[src/hdl/bsf_pkg.sv]
// Shared constants for the binomial smoothing FIR.
// No dependencies; compiled first.
`default_nettype none

package bsf_pkg;

    localparam int ORDER_W     = 5;
    localparam int RESET_ORDER = 4;

endpackage

`default_nettype wire

[src/hdl/bsf_if.sv]
// Valid/ready channels of the binomial smoothing FIR: samples, results, order writes.
// Depends on bsf_pkg.
`default_nettype none

interface bsf_sample_if #(
    parameter int SAMPLE_BITS = 16
);
    logic                          valid;
    logic                          ready;
    logic signed [SAMPLE_BITS-1:0] sample;

    modport source (output valid, output sample, input ready);
    modport sink   (input valid, input sample, output ready);
endinterface

interface bsf_smoothed_if #(
    parameter int SAMPLE_BITS = 16
);
    logic                          valid;
    logic                          ready;
    logic signed [SAMPLE_BITS-1:0] smoothed;

    modport source (output valid, output smoothed, input ready);
    modport sink   (input valid, input smoothed, output ready);
endinterface

interface bsf_cfg_if;
    import bsf_pkg::*;

    logic               valid;
    logic               ready;
    logic [ORDER_W-1:0] order;

    modport source (output valid, output order, input ready);
    modport sink   (input valid, input order, output ready);
endinterface

`default_nettype wire

[src/hdl/bsf_div.sv]
// Restoring divider, one quotient bit per cycle, for warm-up normalisation.
// Standalone; used by binomial_smoothing_fir.
`default_nettype none

module bsf_div #(
    parameter int NUM_W = 48,
    parameter int DEN_W = 31,
    parameter int QUO_W = 16
) (
    input  logic             clk,
    input  logic             rst_n,
    input  logic             start,
    input  logic [NUM_W-1:0] num,
    input  logic [DEN_W-1:0] den,
    output logic             done,
    output logic [QUO_W-1:0] quo
);

    localparam int CW = $clog2(QUO_W + 1);

    logic [NUM_W-1:0] rem_reg;
    logic [NUM_W-1:0] dvs_reg;
    logic [QUO_W-1:0] quo_reg;
    logic [CW-1:0]    cnt_reg;
    logic             busy_reg;
    logic             done_reg;
    logic             ge;

    assign ge = (rem_reg >= dvs_reg);

    always_ff @(posedge clk or negedge rst_n)
    begin
        if (!rst_n)
        begin
            cnt_reg  <= '0;
            busy_reg <= 1'b0;
            done_reg <= 1'b0;
        end
        else
        begin
            done_reg <= 1'b0;
            if (start)
            begin
                cnt_reg  <= CW'(QUO_W);
                busy_reg <= 1'b1;
            end
            else if (busy_reg)
            begin
                cnt_reg <= cnt_reg - CW'(1);
                if (cnt_reg == CW'(1))
                begin
                    busy_reg <= 1'b0;
                    done_reg <= 1'b1;
                end
            end
        end
    end

    always_ff @(posedge clk)
    begin
        if (start)
        begin
            rem_reg <= num;
            dvs_reg <= NUM_W'(den) << (QUO_W - 1);
            quo_reg <= '0;
        end
        else if (busy_reg)
        begin
            if (ge)
            begin
                rem_reg <= rem_reg - dvs_reg;
            end
            dvs_reg <= dvs_reg >> 1;
            quo_reg <= {quo_reg[QUO_W-2:0], ge};
        end
    end

    assign done = done_reg;
    assign quo  = quo_reg;

endmodule

`default_nettype wire

[src/hdl/binomial_smoothing_fir.sv]
// Binomial smoothing FIR: top level with sample ring, weight memory and MAC sequencer.
// Depends on bsf_pkg, bsf_if (channel interfaces) and bsf_div.
//
// Usage:
//   samples carries one signed sample per item; results returns one smoothed
//   sample per item; cfg sets the Pascal row (order); taps = min(order+1, MAX_TAPS).
//   The sample ring and the weight row live in two single-port-read memories.
//   Per item: write the sample, then one tap per cycle through memory read,
//   multiply and accumulate, then the pipeline drains. Warm-up (fewer than
//   taps samples held): the result also passes the bit-serial divider.
//   One item at a time: the next item is accepted once the result has moved
//   to the output register, which holds it until the receiver takes it.
//   A stalled receiver holds back only the item after next.
//   After reset or an order write the weight row is rebuilt in the weight
//   memory from Pascal's rule; no item is accepted meanwhile and warm-up
//   restarts. Reset loads order 4.
`default_nettype none

module binomial_smoothing_fir #(
    parameter int MAX_TAPS    = 32,
    parameter int SAMPLE_BITS = 16
) (
    input  logic           clk,
    input  logic           rst_n,
    bsf_cfg_if.sink        cfg,
    bsf_sample_if.sink     samples,
    bsf_smoothed_if.source results
);

    import bsf_pkg::*;

    localparam int RING_AW  = (MAX_TAPS > 1) ? $clog2(MAX_TAPS) : 1;
    localparam int CNT_W    = $clog2(MAX_TAPS + 1);
    localparam int WEIGHT_W = (MAX_TAPS > 1) ? MAX_TAPS - 1 : 1;
    localparam int ACC_W    = WEIGHT_W + SAMPLE_BITS + 1;
    localparam int OT_W     = ORDER_W + 1;

    localparam logic signed [ACC_W-1:0] SAT_HI =
        {{(ACC_W - SAMPLE_BITS + 1){1'b0}}, {(SAMPLE_BITS - 1){1'b1}}};
    localparam logic signed [ACC_W-1:0] SAT_LO =
        {{(ACC_W - SAMPLE_BITS + 1){1'b1}}, {(SAMPLE_BITS - 1){1'b0}}};

    typedef enum logic [7:0] {
        S_BUILD_INIT = 8'b0000_0001,
        S_BUILD_RD   = 8'b0000_0010,
        S_BUILD_WR   = 8'b0000_0100,
        S_IDLE       = 8'b0000_1000,
        S_MAC        = 8'b0001_0000,
        S_DRAIN      = 8'b0010_0000,
        S_DIV        = 8'b0100_0000,
        S_FIN        = 8'b1000_0000
    } state_t;

    logic signed [SAMPLE_BITS-1:0] ring_mem [MAX_TAPS];
    logic [WEIGHT_W-1:0]           wgt_mem  [MAX_TAPS];

    state_t             state_reg, state_next;
    logic [ORDER_W-1:0] order_reg, order_next;
    logic [RING_AW-1:0] wp_reg, wp_next;
    logic [CNT_W-1:0]   fill_reg, fill_next;
    logic               warm_reg, warm_next;
    logic [CNT_W-1:0]   cnt_reg, cnt_next;
    logic [RING_AW-1:0] rp_reg, rp_next;
    logic [RING_AW-1:0] k_reg, k_next;
    logic [RING_AW-1:0] br_reg, br_next;
    logic [RING_AW-1:0] bk_reg, bk_next;
    logic               rd_vld_reg;
    logic               prod_vld_reg;
    logic               out_vld_reg;

    logic [WEIGHT_W-1:0]           hold_reg, hold_next;
    logic signed [SAMPLE_BITS-1:0] ring_rd_reg;
    logic [WEIGHT_W-1:0]           wgt_rd_reg;
    logic signed [ACC_W-1:0]       prod_reg;
    logic [WEIGHT_W-1:0]           wq_reg;
    logic signed [ACC_W-1:0]       acc_reg;
    logic [WEIGHT_W-1:0]           wsum_reg;
    logic signed [ACC_W-1:0]       res_reg;
    logic                          sign_reg;
    logic [SAMPLE_BITS-1:0]        out_data_reg;

    logic [OT_W-1:0]          order_p1;
    logic [CNT_W-1:0]         taps_w;
    logic [CNT_W-1:0]         n_w;
    logic [CNT_W-1:0]         fill_new;
    logic [RING_AW-1:0]       wp_new;
    logic [RING_AW-1:0]       rp_inc;
    logic                     in_acc;
    logic                     cfg_acc;
    logic                     drain_done;
    logic                     ring_we;
    logic                     wgt_we;
    logic [RING_AW-1:0]       wgt_waddr;
    logic [WEIGHT_W-1:0]      wgt_wdata;
    logic [RING_AW-1:0]       wgt_raddr;
    logic                     out_load;
    logic                     div_start;
    logic                     div_done;
    logic [SAMPLE_BITS-1:0]   div_quo;
    logic [ACC_W-1:0]         acc_mag;
    logic [ACC_W-1:0]         div_num;
    logic signed [ACC_W-1:0]  prod_w;
    logic signed [ACC_W-1:0]  quo_ext;
    logic [SAMPLE_BITS-1:0]   sat_w;

    assign order_p1 = OT_W'(order_reg) + OT_W'(1);
    assign taps_w   = (order_p1 > OT_W'(MAX_TAPS)) ? CNT_W'(MAX_TAPS) : CNT_W'(order_p1);
    assign n_w      = taps_w - CNT_W'(1);
    assign fill_new = (fill_reg < taps_w) ? fill_reg + CNT_W'(1) : fill_reg;
    assign wp_new   = (CNT_W'(wp_reg) + CNT_W'(1) == taps_w) ? '0 : wp_reg + RING_AW'(1);
    assign rp_inc   = (CNT_W'(rp_reg) + CNT_W'(1) == taps_w) ? '0 : rp_reg + RING_AW'(1);

    assign cfg.ready = (state_reg == S_IDLE) || (state_reg == S_BUILD_INIT) ||
                       (state_reg == S_BUILD_RD) || (state_reg == S_BUILD_WR);
    assign cfg_acc   = cfg.valid && cfg.ready;
    assign samples.ready = (state_reg == S_IDLE) && !cfg.valid;
    assign in_acc    = samples.valid && samples.ready;

    assign drain_done = !rd_vld_reg && !prod_vld_reg;

    always_comb
    begin
        state_next = state_reg;
        order_next = order_reg;
        wp_next    = wp_reg;
        fill_next  = fill_reg;
        warm_next  = warm_reg;
        cnt_next   = cnt_reg;
        rp_next    = rp_reg;
        k_next     = k_reg;
        br_next    = br_reg;
        bk_next    = bk_reg;
        hold_next  = hold_reg;
        ring_we    = 1'b0;
        wgt_we     = 1'b0;
        wgt_waddr  = bk_reg;
        wgt_wdata  = hold_reg + wgt_rd_reg;
        wgt_raddr  = k_reg;
        out_load   = 1'b0;
        div_start  = 1'b0;

        case (state_reg)
            S_BUILD_INIT:
            begin
                wgt_we    = 1'b1;
                wgt_waddr = '0;
                wgt_wdata = WEIGHT_W'(1);
                br_next   = RING_AW'(1);
                bk_next   = RING_AW'(1);
                hold_next = '0;
                state_next = (n_w == '0) ? S_IDLE : S_BUILD_RD;
            end
            S_BUILD_RD:
            begin
                wgt_raddr  = bk_reg - RING_AW'(1);
                state_next = S_BUILD_WR;
            end
            S_BUILD_WR:
            begin
                wgt_we    = 1'b1;
                hold_next = wgt_rd_reg;
                if (bk_reg == RING_AW'(1))
                begin
                    if (CNT_W'(br_reg) == n_w)
                    begin
                        state_next = S_IDLE;
                    end
                    else
                    begin
                        br_next    = br_reg + RING_AW'(1);
                        bk_next    = br_reg + RING_AW'(1);
                        hold_next  = '0;
                        state_next = S_BUILD_RD;
                    end
                end
                else
                begin
                    bk_next    = bk_reg - RING_AW'(1);
                    state_next = S_BUILD_RD;
                end
            end
            S_IDLE:
            begin
                if (in_acc)
                begin
                    ring_we    = 1'b1;
                    wp_next    = wp_new;
                    fill_next  = fill_new;
                    warm_next  = (fill_new < taps_w);
                    cnt_next   = (fill_new < taps_w) ? fill_new : taps_w;
                    rp_next    = (fill_new < taps_w) ? '0 : wp_new;
                    k_next     = '0;
                    state_next = S_MAC;
                end
            end
            S_MAC:
            begin
                cnt_next = cnt_reg - CNT_W'(1);
                rp_next  = rp_inc;
                k_next   = k_reg + RING_AW'(1);
                if (cnt_reg == CNT_W'(1))
                begin
                    state_next = S_DRAIN;
                end
            end
            S_DRAIN:
            begin
                if (drain_done)
                begin
                    if (warm_reg)
                    begin
                        div_start  = 1'b1;
                        state_next = S_DIV;
                    end
                    else
                    begin
                        state_next = S_FIN;
                    end
                end
            end
            S_DIV:
            begin
                if (div_done)
                begin
                    state_next = S_FIN;
                end
            end
            S_FIN:
            begin
                if (!out_vld_reg || results.ready)
                begin
                    out_load   = 1'b1;
                    state_next = S_IDLE;
                end
            end
            default:
            begin
                state_next = S_BUILD_INIT;
            end
        endcase

        if (cfg_acc)
        begin
            order_next = cfg.order;
            wp_next    = '0;
            fill_next  = '0;
            state_next = S_BUILD_INIT;
        end
    end

    always_ff @(posedge clk or negedge rst_n)
    begin
        if (!rst_n)
        begin
            state_reg    <= S_BUILD_INIT;
            order_reg    <= ORDER_W'(RESET_ORDER);
            wp_reg       <= '0;
            fill_reg     <= '0;
            warm_reg     <= 1'b0;
            cnt_reg      <= '0;
            rp_reg       <= '0;
            k_reg        <= '0;
            br_reg       <= '0;
            bk_reg       <= '0;
            rd_vld_reg   <= 1'b0;
            prod_vld_reg <= 1'b0;
            out_vld_reg  <= 1'b0;
        end
        else
        begin
            state_reg    <= state_next;
            order_reg    <= order_next;
            wp_reg       <= wp_next;
            fill_reg     <= fill_next;
            warm_reg     <= warm_next;
            cnt_reg      <= cnt_next;
            rp_reg       <= rp_next;
            k_reg        <= k_next;
            br_reg       <= br_next;
            bk_reg       <= bk_next;
            rd_vld_reg   <= (state_reg == S_MAC);
            prod_vld_reg <= rd_vld_reg;
            if (out_load)
            begin
                out_vld_reg <= 1'b1;
            end
            else if (results.ready)
            begin
                out_vld_reg <= 1'b0;
            end
        end
    end

    always_ff @(posedge clk)
    begin
        if (ring_we)
        begin
            ring_mem[wp_reg] <= samples.sample;
        end
        ring_rd_reg <= ring_mem[rp_reg];
    end

    always_ff @(posedge clk)
    begin
        if (wgt_we)
        begin
            wgt_mem[wgt_waddr] <= wgt_wdata;
        end
        wgt_rd_reg <= wgt_mem[wgt_raddr];
    end

    assign prod_w  = $signed({1'b0, wgt_rd_reg}) * ring_rd_reg;
    assign acc_mag = acc_reg[ACC_W-1] ? ACC_W'(-acc_reg) : ACC_W'(acc_reg);
    assign div_num = acc_mag + ACC_W'(wsum_reg >> 1);
    assign quo_ext = $signed({{(ACC_W - SAMPLE_BITS){1'b0}}, div_quo});

    always_ff @(posedge clk)
    begin
        hold_reg <= hold_next;
        prod_reg <= prod_w;
        wq_reg   <= wgt_rd_reg;
        if (in_acc)
        begin
            acc_reg  <= '0;
            wsum_reg <= '0;
        end
        else if (prod_vld_reg)
        begin
            acc_reg  <= acc_reg + prod_reg;
            wsum_reg <= wsum_reg + wq_reg;
        end
        if ((state_reg == S_DRAIN) && drain_done)
        begin
            sign_reg <= acc_reg[ACC_W-1];
            res_reg  <= acc_reg >>> n_w;
        end
        else if ((state_reg == S_DIV) && div_done)
        begin
            res_reg <= sign_reg ? -quo_ext : quo_ext;
        end
        if (out_load)
        begin
            out_data_reg <= sat_w;
        end
    end

    always_comb
    begin
        if (res_reg > SAT_HI)
        begin
            sat_w = SAT_HI[SAMPLE_BITS-1:0];
        end
        else if (res_reg < SAT_LO)
        begin
            sat_w = SAT_LO[SAMPLE_BITS-1:0];
        end
        else
        begin
            sat_w = res_reg[SAMPLE_BITS-1:0];
        end
    end

    bsf_div #(
        .NUM_W (ACC_W),
        .DEN_W (WEIGHT_W),
        .QUO_W (SAMPLE_BITS)
    ) u_div (
        .clk   (clk),
        .rst_n (rst_n),
        .start (div_start),
        .num   (div_num),
        .den   (wsum_reg),
        .done  (div_done),
        .quo   (div_quo)
    );

    assign results.valid    = out_vld_reg;
    assign results.smoothed = out_data_reg;

`ifndef ASSERT_OFF
    a_fill_bound: assert property (@(posedge clk) disable iff (!rst_n)
        fill_reg <= taps_w)
        else $error("fill count beyond tap count");

    a_wp_bound: assert property (@(posedge clk) disable iff (!rst_n)
        CNT_W'(wp_reg) < taps_w)
        else $error("ring write pointer beyond tap count");

    a_div_owner: assert property (@(posedge clk) disable iff (!rst_n)
        div_done |-> (state_reg == S_DIV))
        else $error("divider finished outside division state");

    a_item_start: assert property (@(posedge clk) disable iff (!rst_n)
        (samples.valid && samples.ready) |=> ((state_reg == S_MAC) && (k_reg == '0)))
        else $error("accepted item did not start at the oldest tap");
`endif

endmodule

`default_nettype wire
[src/flat_wrapper.sv]
// flat-port wrapper written by rule: the top's interface ports become plain ports
module binomial_smoothing_fir_flat import bsf_pkg::*;
#(
    parameter int MAX_TAPS    = 32,
    parameter int SAMPLE_BITS = 16
)
  (clk, rst_n, cfg_valid, cfg_order, cfg_ready, samples_valid, samples_sample, samples_ready, results_valid, results_smoothed, results_ready);
  bsf_cfg_if cfg_i ();
  bsf_sample_if #(.SAMPLE_BITS(SAMPLE_BITS)) samples_i ();
  bsf_smoothed_if #(.SAMPLE_BITS(SAMPLE_BITS)) results_i ();
  input  logic clk;
  input  logic rst_n;
  input wire logic [$bits(cfg_i.valid)-1:0] cfg_valid;
  input wire logic [$bits(cfg_i.order)-1:0] cfg_order;
  output wire logic [$bits(cfg_i.ready)-1:0] cfg_ready;
  input wire logic [$bits(samples_i.valid)-1:0] samples_valid;
  input wire logic [$bits(samples_i.sample)-1:0] samples_sample;
  output wire logic [$bits(samples_i.ready)-1:0] samples_ready;
  output wire logic [$bits(results_i.valid)-1:0] results_valid;
  output wire logic [$bits(results_i.smoothed)-1:0] results_smoothed;
  input wire logic [$bits(results_i.ready)-1:0] results_ready;
  assign cfg_i.valid = cfg_valid;
  assign cfg_i.order = cfg_order;
  assign cfg_ready = cfg_i.ready;
  assign samples_i.valid = samples_valid;
  assign samples_i.sample = samples_sample;
  assign samples_ready = samples_i.ready;
  assign results_valid = results_i.valid;
  assign results_smoothed = results_i.smoothed;
  assign results_i.ready = results_ready;
  binomial_smoothing_fir #(.MAX_TAPS(MAX_TAPS), .SAMPLE_BITS(SAMPLE_BITS)) u_core (.clk(clk), .rst_n(rst_n), .cfg(cfg_i), .samples(samples_i), .results(results_i));
endmodule
[config.mk]
export PLATFORM = sky130hd
export DESIGN_NAME = binomial_smoothing_fir_flat
export DESIGN_NICKNAME = d
export VERILOG_FILES = /design/src/hdl/bsf_pkg.sv /design/src/hdl/bsf_if.sv /design/src/hdl/bsf_div.sv /design/src/hdl/binomial_smoothing_fir.sv /design/src/flat_wrapper.sv
export SDC_FILE = /design/constraint.sdc
export NUM_CORES = 2
export LEC_CHECK = 0
export ABC_AREA = 1
export BUFFER_PORTS_ARGS = -buffer_cell sky130_fd_sc_hd__buf_2
export CAP_MARGIN = 30
export CORE_MARGIN = 2
export CORE_UTILIZATION = 35
export CTS_BUF_LIST = sky130_fd_sc_hd__clkbuf_4 sky130_fd_sc_hd__clkbuf_8
export CTS_CLUSTER_SIZE = 20
export DETAILED_ROUTE_END_ITERATION = 16
export GPL_TIMING_DRIVEN = 0
export HOLD_SLACK_MARGIN = 0.12
export PLACE_DENSITY = 0.5
export SYNTH_ARGS = -nofsm -noshare
export SYNTH_HDL_FRONTEND = slang
export SYNTH_SLANG_ARGS = --single-unit
[constraint.sdc]
create_clock -name clk -period 17.5 [get_ports clk]
set_clock_uncertainty 0.05 [all_clocks]
set_input_delay 0.875 -clock clk [delete_from_list [all_inputs] [get_ports clk]]
set_output_delay 0.875 -clock clk [all_outputs]
set_load 0.01 [all_outputs]
# Word-level counts from Yosys, hierarchy flattened
# Memory sizes are Yosys's and may differ from the RTL's. A register that Yosys moved wholly into a read port is not among the register bits.
# Index checks and enable logic that the tools add are counted.
dict set report word_totals {
  ff_bits 425
  latchBits 0
  mem_bits_rw 1504
  romBits 0
  in_bits 26
  output_inout_bits 19
  elab_cells 183
  n_memories 2
}
# memory words word_bits read_ports rd_ports_with_merged_regs wr line_no
set memory_table {}
lappend memory_table {u_core.wgt_mem 32 31 1 1 1 binomial_smoothing_fir.sv:55} ;# logic [WEIGHT_W-1:0] wgt_mem [MAX_TAPS];
lappend memory_table {u_core.ring_mem 32 16 1 1 1 binomial_smoothing_fir.sv:54} ;# logic signed [SAMPLE_BITS-1:0] ring_mem [MAX_TAPS];
dict set report classes {
  addsub 19
  multipliers 1
  n_div 0
  n_lt_le_gt_ge 6
  eq_ne 23
  n_shift 1
  mux 72
  bitwise 0
  n_reduce_logical 31
}
# operator count
set op_table {}
lappend op_table {{$mux 48} 7}
lappend op_table {{$mux 31} 3}
lappend op_table {{$mux 46} 2}
lappend op_table {{$mux 5} 15}
lappend op_table {{$pmux 8 s8} 1}
lappend op_table {{$add 31x31->31} 2}
lappend op_table {{$pmux 31 s2} 1}
lappend op_table {{$mux 8} 7}
lappend op_table {{$add 48x30->48} 1}
lappend op_table {{$add 48x48->48} 1}
lappend op_table {{$ge 48x46->1} 1}
lappend op_table {{$gt 48x16->1 const B} 1}
lappend op_table {{$lt 48x16->1 const B} 1}
lappend op_table {{$mul 32x16->48} 1}
lappend op_table {{$neg 16->48} 1}
lappend op_table {{$neg 48->48} 1}
lappend op_table {{$sshr 48x6->48} 1}
lappend op_table {{$sub 48x46->48} 1}
lappend op_table {{$mux 6} 7}
lappend op_table {{$pmux 5 s2} 4}
lappend op_table {{$add 5x1->5 const B} 4}
lappend op_table {{$mux 1} 20}
lappend op_table {{$add 5x1->6 const B} 3}
lappend op_table {{$mux 16} 1}
lappend op_table {{other kinds (33)} 66}

# Longest topological paths before layout
dict set report logic_depth {
  ltp_word 9
  mapped_depth 28
  ltp_nobuf 26
}

# Cells and area by module
# Synthesis repeated with hierarchy kept, for this count alone.
dict set report hier_totals {
  cells_unflattened 12331
  area_unflattened_um2 112462.9
}
# mod instances cells_each area_each_um2 seq_area_each_um2
set by_module_without_submodules {}
lappend by_module_without_submodules {binomial_smoothing_fir 1 10964 103426.7 53503.8}
lappend by_module_without_submodules {bsf_div 1 1367 9036.2 3168.0}

# Worst setup path before layout
# Ideal clock, no wire load.
dict set report synth_timing {
  path_kind {register -> register}
  startpoint {register u_core.wgt_rd_reg[29] (read register of u_core.wgt_mem)}
  endpoint {register u_core.prod_reg[47]}
  arrival_ns 5.573
  slack_ns 11.758
  path_stages_with_launch 27
  n_path_buf 2
  synth_period_minus_slack_ns 5.742
  cell_sequence {dfxtp_1 clkbuf_1 clkbuf_1 nand2_1 fa_1 inv_1 fa_1 inv_1 fa_1 inv_1 fa_1 fa_1 inv_1 fa_1 inv_1 ha_1 nand2_1 nor2_1 inv_1 nor2_1 nand3_1 o21ai_0 nand3_1 nor2_1 nor2_1 nand2_1 nand2_1}
}
dict set report synth_between {
  elab_chain_len 1
}
# item line_no
set synth_rtl {}
lappend synth_rtl {{from (decl)} binomial_smoothing_fir.sv:73} ;# logic [WEIGHT_W-1:0] wgt_rd_reg;
lappend synth_rtl {{$mul 32x16->48} binomial_smoothing_fir.sv:312} ;# assign prod_w = $signed({1'b0, wgt_rd_reg}) * ring_rd_reg;
lappend synth_rtl {{net u_core.prod_w[47]} binomial_smoothing_fir.sv:102} ;# logic signed [ACC_W-1:0] prod_w;
lappend synth_rtl {{to (signal assigned)} binomial_smoothing_fir.sv:320} ;# prod_reg <= prod_w;
lappend synth_rtl {{to (decl)} binomial_smoothing_fir.sv:74} ;# logic signed [ACC_W-1:0] prod_reg;
# The timed path passes the listed nets, and every way through them passes these cells.
# A chain may end at the register's enable or synchronous reset.

# Worst setup path in the final report
dict set report layout_timing {
  startpoint {register u_core.wgt_rd_reg[16] (read register of u_core.wgt_mem)}
  endpoint {register u_core.prod_reg[47]}
}
# Same word-level chain as after synthesis.

==> summary.md <==
| Metric | Value |
|---|---|
| Count of final hold-check violations | `0` |
| Slowest stage delay, CP | `approximately 720 ps` |
| Pre-Repair DR Iteration Count | `6` |
| WL/cell | `25.84 µm` |
| H-tree depth | `5` |
| Site row count | `205` |
| Top Registers | `u_core.wgt_mem (992), u_core.ring_mem (512)` |
| DRC viols | `0` |
| Status | `finished clean` |
| Fin Setup TNS | `0 ps` |
| CP Capture Type | `flip-flop` |
| Port bufs | `44` |
| Post CTS Setup Buffer Count | `0` |
| Initial Utilization | `0.3520` |
| Req. time, crit path | `18,360 ps` |
| DR iter-0 viols | `around 9,100` |
| Unrepaired setup endpoints after global routing | `false` |
| Commonest non-fill, non-tap cells in the layout | `nand2_1, edfxtp_1, inv_1` |
| Commonest non-fill, non-tap cell in the layout | `nand2_1` |
| Ys flop type | `edfxtp_1` |
| Clk buf depth | `4` |
| Layer with the highest usage | `met2` |
| Routed via count | `89,500` |
| Largest register FFs | `992` |
| WP data arrival | `8590 ps` |
| Startpoint types | `flip-flop` |
| Via-per-instance ratio | `between 5 and 6` |
| Max FO, Critical Path | `10` |
| Post-Syn Nets | `12,430` |
| Layout overhead on the synthesized area | `14.54%` |
| First-pass GRT wire length | `613,200 µm` |
| Vias in the first global route | `approximately 88,000` |
| Critical path class | `flip-flop to flip-flop` |
| Post-synthesis cell count | `11,630` |
| M2 GR Usage | `0.4281` |
| TritonCTS Buffers | `approximately 350` |
| Fraction of layout instances using a drive strength above 1 | `0.07803` |
| Hold endpoint | `u_core.state_reg[3]` |
| RePlAce Congestion | `about 0.96` |
| Clk slew on worst S/H paths | `around 60 ps` |
| DRT antenna net count | `0` |
| Initial antenna violation count | `18` |
| Area of the die | `318,200 µm²` |
| Relative slew margins | `0.2257` |
| CTS tree | `done` |
| Die Wd | `564.1 µm` |
| Mapped Area | `about 110,000 µm²` |
| Die Y | `564.1 µm` |
| Fin crit period | `~7700 ps` |
| Synth Warn # | `0` |
| #FFs+latches synth | `1,976` |
| Synth cell types | `60` |
| Met3 Use GR | `0.03450` |
| Sequential-to-total area share from yosys stat | `0.5162` |
| DRT Wirelength | `429,600 µm` |
| Dpl hpwl | `between 300,000 and 400,000 µm` |
| Hold Path Class | `primary input to flip-flop` |
| GRT overflow | `0` |
| Most common cell on crit path | `fa_1` |
| Cell Chain, Critical Path | `clkbuf_1, clkbuf_1, nand2_1, fa_1, inv_1, fa_1, fa_1, fa_1, fa_1, inv_1, fa_1, inv_1, ha_1, nand2_1, nor2_1, inv_1, nor2_1, nand3_1, o21ai_0, nand3_1, nor2_1, nor2_1, nand2_1, nand2_1` |
| Reg2Reg Capture Point | `u_core.prod_reg[47]` |
| Async S/R FF share, synth | `0.03087` |
| FMAX | `about 130 MHz` |
| Nets@finish | `13,000` |
| Top Ports | `45` |
| GR Util All Layers | `0.2643` |
| Post-synth EDFFs | `approximately 1,700` |
| Slew Limit Fails | `0` |
| Clock Sinks | `1,976` |
| Worst hold stages | `4` |
| Met1 Use GR | `0.3603` |
| Top reg by flops | `u_core.wgt_mem` |
| Hold path startpoint | `samples_valid` |
| Clock root buffer | `clkbuf_8` |
| Maxcap violations | `0` |
| Core area | `311,900 µm²` |
| Slew @ Worst Pin | `1159 ps` |
| Worst-case reg-to-reg path depth | `24` |
| Worst-Skew Late Latency | `1080 ps` |
| Syn_area_per_cell | `9.444 µm²` |
| Largest net degree at the start of global routing | `between 50 and 60` |
| Slowest library cell on the worst path | `o21ai_0` |
| Endpoints failing setup | `0` |
| Period utilisation layout | `0.4415` |
| Reg2Reg Launch Point | `u_core.wgt_rd_reg[16]` |
| Reg2Reg Setup Slack | `9770 ps` |
-- worst max-delay path by stage --
| stage | startpoint | to | slack, ps | depth (start not counted) |
|---|---|---|---|---|
| after floorplan | u_core.wgt_rd_reg[29] | u_core.prod_reg[47] | 11760 | 26 |
| after CTS | u_core.wgt_rd_reg[16] | u_core.prod_reg[47] | 9830 | 24 |
| final | u_core.wgt_rd_reg[16] | u_core.prod_reg[47] | 9770 | 24 |
| after global routing | u_core.wgt_rd_reg[29] | u_core.prod_reg[47] | 9480 | 26 |
| after global placement | u_core.acc_reg[47] | u_core.u_div.rem_reg[46] | 9590 | 19 |
| after detailed placement | u_core.wgt_rd_reg[18] | u_core.prod_reg[47] | 9780 | 24 |
-- final cells by class --
type,count,area [µm²]
multi-input cells,7626,46070
clock inverters,146,1157
plain buffers,571,2211
well taps,4140,5180
inverters,1452,5450
repair buffers,225,3082
clock buffers,486,5919
flip-flops and latches,1976,56670
fillers,31060,186200
diodes,3,7.507
-- metal layers --
metal | wire, µm | vias to the layer above
met1 | 183900 | 44540
met4 | 17610 | 0
li1 | - | 40630
met3 | 30170 | 688
met2 | 197900 | 3636
met5 | 0 | -
-- what timing repair did --
action,in CTS,in global routing
resized for setup,0,0
endpoints found under the hold margin,66,0
hold buffers,9,0
-- metrics by stage --
stage / util / hold slack (ps) / worst slack [ps] / std cells / cell area [µm²]
finish: 0.4032 / 276.2 / 9774 / 16630 / 125700
global route: 0.4032 / 256.9 / 9485 / 16620 / 125700
CTS: 0.4030 / 176.8 / 9829 / 16620 / 125700
detailed placement: 0.3800 / 297.4 / 9784 / 15980 / 118500
global placement: 0.3693 / 290.6 / 9593 / 15810 / 115200
floorplan: - / 279.0 / 11760 / 11630 / 109800
-- kinds of logic after synthesis --
group / after synthesis / share of synthesized area
buffers and inverters: 2023 / 0.06978
xor gates and xnor gates: 199 / 0.01588
AOI/OAI and AO/OA: 2480 / 0.1300
DFF: 1976 / 0.5162
adders and majority gates: 774 / 0.1162
and+or+nand+nor: 4168 / 0.1515
muxes: 5 / 0.0004673
-- synth_stat cells (all sizes together), types with 8 or more instances --
master  count  area (µm²)
a21boi     21       157.6
a21o       34       255.2
a21oi     464        2326
a31oi      53       331.6
buf        76       352.8
clkbuf    495        1858
clkinv      8       30.03
dfrtp      59        1476
dfxtp     236        4725
edfxtp   1679       50420
fa        409        8188
ha        365        4567
inv      1444        5420
nand2    2060        7745
nand3     418        2092
nand3b      8       60.06
nand4      65       406.6
nor2     1500        5638
nor3       52       271.5
nor4       36       231.5
o211ai     51       382.9
o21a       15       112.6
o21ai    1317        6591
o21bai     48       360.4
o221ai    260        2277
o22ai     153       963.4
o31ai      42       320.3
or2        16       100.1
xnor2      63       551.8
xor2      136        1191
-- critical path: cells and delay by family, from the launching register on --
kind,cells,cell delay (ps)
and+or+nand+nor,10,1290
buffers and inverters,6,1620
adders and majority gates,7,3490
DFF,1,450
AOI/OAI and AO/OA,1,720
Power is not shown: default switching activity piles up to over one toggle a cycle in this logic, so the estimate is an artifact.
